<file path="src/rtl/rtpd_pkg.sv">
// ----------------------------------------------------------------------------
// rtpd_pkg
// Shared constants, register indexes and interface types of the RC throttle
// pulse decoder.
// ----------------------------------------------------------------------------
`default_nettype none

package rtpd_pkg;

  // Bad-pulse limits in microseconds and the command offset at center.
  localparam int PULSE_BAD_MIN = 700;
  localparam int PULSE_BAD_MAX = 2400;
  localparam int CENTER_ADJUST = 0;

  localparam int CFG_W     = 12;
  localparam int CFG_IDX_W = 3;
  localparam int PW_W      = 16;
  localparam int CMD_W     = 9;

  // Divider sizing: |numerator * delta| stays below 2^22 and |span| below 2^13.
  localparam int DIV_W = 22;
  localparam int DEN_W = 13;
  localparam int CNT_W = 5;

  localparam logic [CFG_IDX_W-1:0] REG_PULSE_MIN       = 3'd0;
  localparam logic [CFG_IDX_W-1:0] REG_PULSE_CENTER    = 3'd1;
  localparam logic [CFG_IDX_W-1:0] REG_PULSE_MAX       = 3'd2;
  localparam logic [CFG_IDX_W-1:0] REG_DEADBAND        = 3'd3;
  localparam logic [CFG_IDX_W-1:0] REG_MAX_FORWARD     = 3'd4;
  localparam logic [CFG_IDX_W-1:0] REG_MAX_REVERSE     = 3'd5;
  localparam logic [CFG_IDX_W-1:0] REG_REVERSE_CHANNEL = 3'd6;
  localparam logic [CFG_IDX_W-1:0] REG_SMOOTHING_SHIFT = 3'd7;

  typedef struct packed {
    logic [11:0] pulse_min;
    logic [11:0] pulse_center;
    logic [11:0] pulse_max;
    logic [9:0]  deadband;
    logic [7:0]  max_forward;
    logic [8:0]  max_reverse;      // two's complement
    logic        reverse_channel;
    logic [2:0]  smoothing_shift;
  } cfg_t;

  typedef struct packed {
    logic load;
    logic setup;
    logic mult;
    logic div_step;
    logic raw;
    logic result;
  } dp_cmd_t;

  typedef struct packed {
    logic div_last;
  } dp_stat_t;

endpackage

`default_nettype wire

</file>
<file path="src/rtl/rtpd_cfg.sv">
// ----------------------------------------------------------------------------
// rtpd_cfg
// Configuration register file, written through a plain write port.
// ----------------------------------------------------------------------------
`default_nettype none

module rtpd_cfg (
  input  wire logic                             clk,
  input  wire logic                             rst_n,
  input  wire logic                             cfg_we,
  input  wire logic [rtpd_pkg::CFG_IDX_W-1:0]   cfg_index,
  input  wire logic [rtpd_pkg::CFG_W-1:0]       cfg_data,
  output rtpd_pkg::cfg_t                        cfg
);

  rtpd_pkg::cfg_t cfg_r;

  always_ff @(posedge clk) begin
    if (!rst_n) begin
      cfg_r.pulse_min       <= 12'd1000;
      cfg_r.pulse_center    <= 12'd1500;
      cfg_r.pulse_max       <= 12'd2000;
      cfg_r.deadband        <= 10'd40;
      cfg_r.max_forward     <= 8'd255;
      cfg_r.max_reverse     <= 9'h101;   // -255
      cfg_r.reverse_channel <= 1'b0;
      cfg_r.smoothing_shift <= 3'd0;
    end else if (cfg_we) begin
      case (cfg_index)
        rtpd_pkg::REG_PULSE_MIN:       cfg_r.pulse_min       <= cfg_data[11:0];
        rtpd_pkg::REG_PULSE_CENTER:    cfg_r.pulse_center    <= cfg_data[11:0];
        rtpd_pkg::REG_PULSE_MAX:       cfg_r.pulse_max       <= cfg_data[11:0];
        rtpd_pkg::REG_DEADBAND:        cfg_r.deadband        <= cfg_data[9:0];
        rtpd_pkg::REG_MAX_FORWARD:     cfg_r.max_forward     <= cfg_data[7:0];
        rtpd_pkg::REG_MAX_REVERSE:     cfg_r.max_reverse     <= cfg_data[8:0];
        rtpd_pkg::REG_REVERSE_CHANNEL: cfg_r.reverse_channel <= cfg_data[0];
        rtpd_pkg::REG_SMOOTHING_SHIFT: cfg_r.smoothing_shift <= cfg_data[2:0];
        default: ;
      endcase
    end
  end

  assign cfg = cfg_r;

endmodule

`default_nettype wire

</file>
<file path="src/rtl/rtpd_ctrl.sv">
// ----------------------------------------------------------------------------
// rtpd_ctrl
// Sequencer: steps one pulse through check, multiply, divide, raw and result, and
// owns the valid flag of the output register.
// ----------------------------------------------------------------------------
`default_nettype none

module rtpd_ctrl (
  input  wire logic                clk,
  input  wire logic                rst_n,
  input  wire logic                in_valid,
  output logic                     in_stall,
  output logic                     out_valid,
  input  wire logic                out_stall,
  output rtpd_pkg::dp_cmd_t        cmd,
  input  wire rtpd_pkg::dp_stat_t  stat
);

  typedef enum logic [5:0] {
    S_IDLE  = 6'b000001,
    S_CHECK = 6'b000010,
    S_MUL   = 6'b000100,
    S_DIV   = 6'b001000,
    S_RAW   = 6'b010000,
    S_RES   = 6'b100000
  } state_t;

  state_t state_r, state_nxt;
  logic   out_valid_r, out_valid_nxt;
  logic   out_free;

  // The output register can take a new result when empty or being drained.
  assign out_free = !out_valid_r || !out_stall;

  always_comb begin
    state_nxt = state_r;
    cmd       = '0;
    case (state_r)
      S_IDLE: begin
        if (in_valid) begin
          cmd.load  = 1'b1;
          state_nxt = S_CHECK;
        end
      end
      S_CHECK: begin
        cmd.setup = 1'b1;
        state_nxt = S_MUL;
      end
      S_MUL: begin
        cmd.mult  = 1'b1;
        state_nxt = S_DIV;
      end
      S_DIV: begin
        cmd.div_step = 1'b1;
        if (stat.div_last) state_nxt = S_RAW;
      end
      S_RAW: begin
        cmd.raw   = 1'b1;
        state_nxt = S_RES;
      end
      S_RES: begin
        if (out_free) begin
          cmd.result = 1'b1;
          state_nxt  = S_IDLE;
        end
      end
      default: state_nxt = S_IDLE;
    endcase
  end

  always_comb begin
    out_valid_nxt = out_valid_r;
    if (cmd.result) out_valid_nxt = 1'b1;
    else if (!out_stall) out_valid_nxt = 1'b0;
  end

  always_ff @(posedge clk) begin
    if (!rst_n) begin
      state_r     <= S_IDLE;
      out_valid_r <= 1'b0;
    end else begin
      state_r     <= state_nxt;
      out_valid_r <= out_valid_nxt;
    end
  end

  assign in_stall  = (state_r != S_IDLE);
  assign out_valid = out_valid_r;

endmodule

`default_nettype wire

</file>
<file path="src/rtl/rtpd_dp.sv">
// ----------------------------------------------------------------------------
// rtpd_dp
// Datapath: bad-pulse check, side selection, multiply, restoring divide,
// saturation, exponential smoother, clamp and the output register.
// ----------------------------------------------------------------------------
`default_nettype none

module rtpd_dp (
  input  wire logic                              clk,
  input  wire logic                              rst_n,
  input  wire rtpd_pkg::cfg_t                    cfg,
  input  wire rtpd_pkg::dp_cmd_t                 cmd,
  output rtpd_pkg::dp_stat_t                     stat,
  input  wire logic [rtpd_pkg::PW_W-1:0]         in_pulse_width,
  output logic signed [rtpd_pkg::CMD_W-1:0]      out_command,
  output logic                                   out_failsafe
);

  localparam int DW = rtpd_pkg::DIV_W;
  localparam int NW = rtpd_pkg::DEN_W;
  localparam logic signed [9:0] ADJ = 10'(rtpd_pkg::CENTER_ADJUST);

  // Input capture.
  logic [rtpd_pkg::PW_W-1:0] p_r;

  // Setup stage.
  logic                bad_c;
  logic signed [14:0]  p_s, pmin_s, pmax_s, hi_edge, lo_edge;
  logic                fwd_side, rev_side;
  logic signed [14:0]  num_c, den_c, den_abs;
  logic signed [9:0]   fwd10, rev10, oa_c, ob_c;
  logic signed [10:0]  delta_c;

  logic                bad_r, side_r, zspan_r, den_neg_r;
  logic signed [14:0]  num_r;
  logic signed [10:0]  delta_r;
  logic signed [9:0]   oa_r;
  logic [NW-1:0]       den_mag_r;

  // Multiply and divide.
  logic signed [25:0]  prod_c, prod_abs;
  logic [DW-1:0]       dq_r;
  logic                q_neg_r;
  logic [NW-1:0]       rem_r;
  logic [rtpd_pkg::CNT_W-1:0] cnt_r;
  logic [NW:0]         trial, diff;
  logic                ge;

  // Raw value.
  logic signed [22:0]  q_ext, q_s;
  logic signed [23:0]  sum_c, mapped;
  logic signed [15:0]  raw_c, raw_r;

  // Smoother and clamp.
  logic signed [15:0]  s_r, s_new, val, rev16, fwd16, clamped;
  logic signed [16:0]  d_c, sh_c, s_sum;
  logic                smooth_on;
  logic signed [rtpd_pkg::CMD_W-1:0] out_command_r;
  logic                out_failsafe_r;

  always_ff @(posedge clk) begin
    if (cmd.load) p_r <= in_pulse_width;
  end

  always_comb begin
    bad_c = (p_r == '0) || (p_r > 16'(rtpd_pkg::PULSE_BAD_MAX)) ||
            (p_r < 16'(rtpd_pkg::PULSE_BAD_MIN));
    p_s     = $signed({3'b000, p_r[11:0]});
    pmin_s  = $signed({3'b000, cfg.pulse_min});
    pmax_s  = $signed({3'b000, cfg.pulse_max});
    hi_edge = $signed({3'b000, cfg.pulse_center}) + $signed({5'b00000, cfg.deadband});
    lo_edge = $signed({3'b000, cfg.pulse_center}) - $signed({5'b00000, cfg.deadband});
    fwd_side = (p_s >= hi_edge);
    rev_side = !fwd_side && (p_s <= lo_edge);
    fwd10 = $signed({2'b00, cfg.max_forward});
    rev10 = $signed({cfg.max_reverse[8], cfg.max_reverse});
    if (fwd_side) begin
      num_c = p_s - hi_edge;
      den_c = pmax_s - hi_edge;
      oa_c  = cfg.reverse_channel ? -ADJ : ADJ;
      ob_c  = cfg.reverse_channel ? rev10 : fwd10;
    end else begin
      num_c = p_s - pmin_s;
      den_c = lo_edge - pmin_s;
      oa_c  = cfg.reverse_channel ? fwd10 : rev10;
      ob_c  = cfg.reverse_channel ? -ADJ : ADJ;
    end
    delta_c = $signed({ob_c[9], ob_c}) - $signed({oa_c[9], oa_c});
    den_abs = den_c[14] ? -den_c : den_c;
  end

  always_ff @(posedge clk) begin
    if (cmd.setup) begin
      bad_r     <= bad_c;
      side_r    <= fwd_side || rev_side;
      zspan_r   <= (den_c == '0);
      num_r     <= num_c;
      delta_r   <= delta_c;
      oa_r      <= oa_c;
      den_mag_r <= den_abs[NW-1:0];
      den_neg_r <= den_c[14];
    end
  end

  // The divide works on magnitudes; the quotient sign is restored afterwards,
  // which gives truncation toward zero.
  always_comb begin
    prod_c   = num_r * delta_r;
    prod_abs = prod_c[25] ? -prod_c : prod_c;
    trial    = {rem_r, dq_r[DW-1]};
    ge       = (trial >= {1'b0, den_mag_r});
    diff     = trial - {1'b0, den_mag_r};
  end

  always_ff @(posedge clk) begin
    if (cmd.mult) begin
      dq_r    <= prod_abs[DW-1:0];
      q_neg_r <= prod_c[25] ^ den_neg_r;
      rem_r   <= '0;
      cnt_r   <= '0;
    end else if (cmd.div_step) begin
      rem_r <= ge ? diff[NW-1:0] : trial[NW-1:0];
      dq_r  <= {dq_r[DW-2:0], ge};
      cnt_r <= cnt_r + 1'b1;
    end
  end

  assign stat.div_last = (cnt_r == rtpd_pkg::CNT_W'(DW - 1));

  always_comb begin
    q_ext  = $signed({1'b0, dq_r});
    q_s    = q_neg_r ? -q_ext : q_ext;
    sum_c  = $signed({{14{oa_r[9]}}, oa_r}) + $signed({q_s[22], q_s});
    mapped = zspan_r ? $signed({{14{oa_r[9]}}, oa_r}) : sum_c;
    if (bad_r || !side_r) raw_c = '0;
    else if (mapped > 24'sd32767) raw_c = 16'sh7fff;
    else if (mapped < -24'sd32768) raw_c = 16'sh8000;
    else raw_c = mapped[15:0];
  end

  always_ff @(posedge clk) begin
    if (cmd.raw) raw_r <= raw_c;
  end

  // The step lies between the state and the raw value, so 16 bits suffice.
  always_comb begin
    d_c       = $signed({raw_r[15], raw_r}) - $signed({s_r[15], s_r});
    sh_c      = d_c >>> cfg.smoothing_shift;
    s_sum     = $signed({s_r[15], s_r}) + sh_c;
    s_new     = s_sum[15:0];
    smooth_on = (cfg.smoothing_shift != 3'd0) && !bad_r;
    val       = smooth_on ? s_new : raw_r;
    rev16     = $signed({{7{cfg.max_reverse[8]}}, cfg.max_reverse});
    fwd16     = $signed({8'h00, cfg.max_forward});
    if (val < rev16) clamped = rev16;
    else if (val > fwd16) clamped = fwd16;
    else clamped = val;
  end

  always_ff @(posedge clk) begin
    if (!rst_n) begin
      s_r <= '0;
    end else if (cmd.result && smooth_on) begin
      s_r <= s_new;
    end
  end

  always_ff @(posedge clk) begin
    if (cmd.result) begin
      out_command_r  <= clamped[rtpd_pkg::CMD_W-1:0];
      out_failsafe_r <= bad_r;
    end
  end

  assign out_command  = out_command_r;
  assign out_failsafe = out_failsafe_r;

endmodule

`default_nettype wire

</file>
<file path="src/rtl/rc_throttle_pulse_decoder.sv">
// ----------------------------------------------------------------------------
// rc_throttle_pulse_decoder
// Converts a measured RC servo pulse width into a signed throttle command.
// ----------------------------------------------------------------------------
// Usage:
//   The input channel (in_valid, in_stall, in_pulse_width) carries one pulse
//   width in microseconds per transfer. The output channel (out_valid,
//   out_stall, out_command, out_failsafe) returns one result per pulse.
//   Registers must be written by the user through cfg_we, cfg_index and
//   cfg_data only while the block is idle; the block does not enforce it.
//   Each pulse passes through the check, multiply, divide, saturate and result
//   steps; the divide is a 22-step restoring divider of the linear map, one
//   quotient bit per cycle. A new pulse is taken only once the previous one
//   has passed its result step.
//   in_stall is high while a pulse is being processed. If the receiver stalls,
//   the result is held in the output register, and a following pulse is
//   taken and processed; it waits before the result step until the
//   register drains.
//   Reset (rst_n low at a clock edge) restores the register defaults, clears
//   the smoothing state and empties the output register.
// ----------------------------------------------------------------------------
`default_nettype none

module rc_throttle_pulse_decoder (
  input  wire logic                              clk,
  input  wire logic                              rst_n,
  input  wire logic                              in_valid,
  output logic                                   in_stall,
  input  wire logic [rtpd_pkg::PW_W-1:0]         in_pulse_width,
  output logic                                   out_valid,
  input  wire logic                              out_stall,
  output logic signed [rtpd_pkg::CMD_W-1:0]      out_command,
  output logic                                   out_failsafe,
  input  wire logic                              cfg_we,
  input  wire logic [rtpd_pkg::CFG_IDX_W-1:0]    cfg_index,
  input  wire logic [rtpd_pkg::CFG_W-1:0]        cfg_data
);

  rtpd_pkg::cfg_t     cfg;
  rtpd_pkg::dp_cmd_t  cmd;
  rtpd_pkg::dp_stat_t stat;

  rtpd_cfg u_cfg (
    .clk       (clk),
    .rst_n     (rst_n),
    .cfg_we    (cfg_we),
    .cfg_index (cfg_index),
    .cfg_data  (cfg_data),
    .cfg       (cfg)
  );

  rtpd_ctrl u_ctrl (
    .clk       (clk),
    .rst_n     (rst_n),
    .in_valid  (in_valid),
    .in_stall  (in_stall),
    .out_valid (out_valid),
    .out_stall (out_stall),
    .cmd       (cmd),
    .stat      (stat)
  );

  rtpd_dp u_dp (
    .clk            (clk),
    .rst_n          (rst_n),
    .cfg            (cfg),
    .cmd            (cmd),
    .stat           (stat),
    .in_pulse_width (in_pulse_width),
    .out_command    (out_command),
    .out_failsafe   (out_failsafe)
  );

endmodule

`default_nettype wire
</file>
<file path="config.mk">
export PLATFORM = sky130hd
export DESIGN_NAME = rc_throttle_pulse_decoder
export DESIGN_NICKNAME = d
export VERILOG_FILES = /design/src/rtl/rtpd_pkg.sv /design/src/rtl/rtpd_cfg.sv /design/src/rtl/rtpd_ctrl.sv /design/src/rtl/rtpd_dp.sv /design/src/rtl/rc_throttle_pulse_decoder.sv
export SDC_FILE = /design/constraint.sdc
export NUM_CORES = 1
export LEC_CHECK = 0
export BUFFER_PORTS_ARGS = -buffer_cell sky130_fd_sc_hd__buf_2
export CORE_UTILIZATION = 55
export DETAILED_ROUTE_END_ITERATION = 8
export PLACE_DENSITY = 0.71
export SETUP_SLACK_MARGIN = 0.3
export SLEW_MARGIN = 30
export SYNTH_ARGS = -nofsm -noshare
export SYNTH_HDL_FRONTEND = slang
export SYNTH_HIERARCHICAL = 1
export SYNTH_SLANG_ARGS = --single-unit
</file>
<file path="constraint.sdc">
create_clock -name clk -period 14.6 [get_ports clk]
set_input_delay 2.19 -clock clk [delete_from_list [all_inputs] [get_ports clk]]
set_output_delay 2.19 -clock clk [all_outputs]
set_load 0.02 [all_outputs]
</file>
==> results.cfg <==
[run_status]
status = completed

[placed_design]
dp_cells = 3460
port-buffer-count = 47
placed_area_um2 = 25800
gp_congestion = 0.931
preCtsSetupSlack_ns = 6.93
hpwlAfterDp_um = 51900

[setup_path]
worst-endpoint-required_ns = 14.90
worstPathArrival_ns = 8.11
crit_path_start_kind = flip-flop
cp_slowest_cell = sky130_fd_sc_hd__o311ai_0
crit_path_max_fo = 16
crit_top_cell = sky130_fd_sc_hd__inv_1
timing.critical_path.slowest_cell_delay_ns = 0.74
timing.critical_path.to_type = flip-flop
worstSetupPathType = reg2reg

[sta]
minimum_clock_period_ns = 7.81
slew_viol_final = 0
fin_worst_skew_ns = 0.0295
tightestPinTransition_ns = 1.04
fin_setup_tns_ns = 0
timing.final.setup_violations = 0
final_min_period_over_clock_period = 0.535
slew-limit-headroom = 0.298
fmax_ghz = 0.128
final_critical_path_setup_slack_ns = 6.79
final-hold-violation-count = 0
fin_hold_ws_ns = 0.467
setup_repair_after_global_routing_missed_its_margin = false

[cts]
cts.hold.buffers_added = 0
htree_levels = 1
postCtsSetupRepairBufs = 0
cts.repair.resized = 0
clock_path_buffers = 3
cts_tree = done
clock-root-buffer = sky130_fd_sc_hd__clkbuf_16
clock_sink_count = 224
worst_skew_pair.late_latency_ns = 0.57
clk_pin_slew_ns = 0.06
cts_buffers = 27

[cells_and_area]
diodes = 0
design.final.nets = 3329
nFillCells = 3927
layout_commonest_cell = sky130_fd_sc_hd__inv_1
multi_input_area_um2 = 17700
area_delta_synth_final_pct = 5.99
final-instance-count-excl-fill = 3509
commonest_cells_after_routing_fill_and_taps_aside = sky130_fd_sc_hd__inv_1 (343), sky130_fd_sc_hd__nand2_1 (306), sky130_fd_sc_hd__ha_1 (237)
layout.cell_area.non_filler_um2 = 26600
regArea_um2 = 5650
drive_gt1_frac = 0.0552

[floorplanning]
ioPinCount = 48
floorplan.die_area_um2 = 46600
design.core.area_um2 = 44600
die_w_um = 216
num_rows = 77
initial_core_utilization = 0.564
fp.dieH_um = 216

[worst_hold_path]
hold_path_class = reg2reg

[yosys]
synth.cell_area_um2 = 25100
synthFlopType = sky130_fd_sc_hd__edfxtp_1
netlist.area_leader.share = 0.139
postSynthCellCount = 2923
synth-warning-count = 6
async_reset_ff_frac = 0
yosys_register_bits = 224
post_synth_edffs = 116
yosys.area.top_type = sky130_fd_sc_hd__edfxtp_1
post_synth_main_area_contributors = sky130_fd_sc_hd__edfxtp_1 (14%), sky130_fd_sc_hd__fa_1 (13%), sky130_fd_sc_hd__ha_1 (12%)
postSynthAreaPerCell_um2 = 8.60
post_syn_nets = 3355
synth_seq_area_share = 0.225
number_of_distinct_library_cells_after_synthesis = 92

[grt]
antenna_found_initial = 0
grt_usage = 0.278
grt_first_pass_wirelength_um = 105000
first_global_vias = 20200
globalRouteOverflowTotal = 0
grt_max_degree = 69

[detailed_routing]
drt_first_pass_iters = 6
routed_wl_um = 65400
routed_wire_length_per_instance_um = 18.6
avgViaCountPerCell = 5.96
drc = 0
ant_nets = 0
via_count = 20900
initialDrtViolationCount = 1527

[power]
worst_ir_drop_on_vdd_mv = 0.117
leakagePower_nw = 11.8
powerDensity_nw_per_um2 = 126

[job]
drv_cap = 0
flip-flops by register name (all words and copies together), names as in the netlist, 13 cells and up:
name,cells
u_dp/s_r,16
u_dp/den_mag_r,13
u_dp/num_r,14
u_cfg/cfg,67
u_dp/rem_r,13
u_dp/dq_r,22
u_dp/p_r,16
u_dp/raw_r,16
cells by family after synthesis:
group	Yosys count	share of synthesized area
AO/OA/AOI/OAI	611	0.165
XOR/XNOR	154	0.0542
adder cells (fa/ha/maj)	396	0.245
buffers and inverters	464	0.0706
flip-flops	224	0.225
multiplexers	125	0.0517
AND/OR/NAND/NOR	949	0.189
through the flow:
stage,total power (W),utilization
CTS,0.00336,0.597
floorplan,0.00224,-
global route,0.00362,0.597
detailed placement,0.00268,0.578
global placement,0.00264,0.578
finish,0.00335,0.597
final timing paths:
path | start | to | slack [ns] | depth (start not counted)
max reg2reg | u_dp/s_r[1] | u_dp/out_command[0] | 6.79 | 29
min reg2reg | u_cfg/cfg[65] | u_cfg/cfg[65] | 0.47 | 2
min | u_cfg/cfg[65] | u_cfg/cfg[65] | 0.47 | 2
max | u_dp/s_r[1] | u_dp/out_command[0] | 6.79 | 29
worst max-delay path: cells and delay by family, from the launching register on:
| kind | cells | cell delay, ns |
|---|---|---|
| mux | 2 | 0.96 |
| flops | 1 | 0.46 |
| compound gates | 15 | 3.82 |
| xor+xnor | 1 | 0.27 |
| fa+ha+maj | 3 | 0.82 |
| buf+inv | 4 | 0.55 |
| simple gates | 4 | 0.66 |
per-layer routing:
layer,vias up,GRT usage,routed length [um]
li1,10100,-,-
met1,10100,0.385,30100
met2,610,0.459,30000
met3,101,0.0269,3620
met4,0,0.0811,1730
met5,-,0,0
final cells by class:
cell class,instances,share of cell area
multi-input combinational,2235,0.665
sequential,224,0.212
inverter,346,0.0487
tap,592,0.0278
clock buffer,32,0.0276
timing repair buffer,63,0.0133
clock inverter,17,0.00517
power breakdown:
group	internal (W)	leakage (nW)	switching, W
Sequential	0.000703	1.95	0.0000261
Clock	0.000379	0.429	0.000286
Combinational	0.000759	9.43	0.00120
Total	0.00184	11.8	0.00151
synth_stat cells, drive strengths merged, types with 79 or more instances:
master  instances
inv           343
o21ai         124
a21oi         129
xnor2         101
edfxtp        116
ha            237
and2           79
nand2         306
fa            159
nor2          181
mux2i         114
dfxtp         108
clkbuf         93
Note: power is estimated with default switching activity, not from simulation.
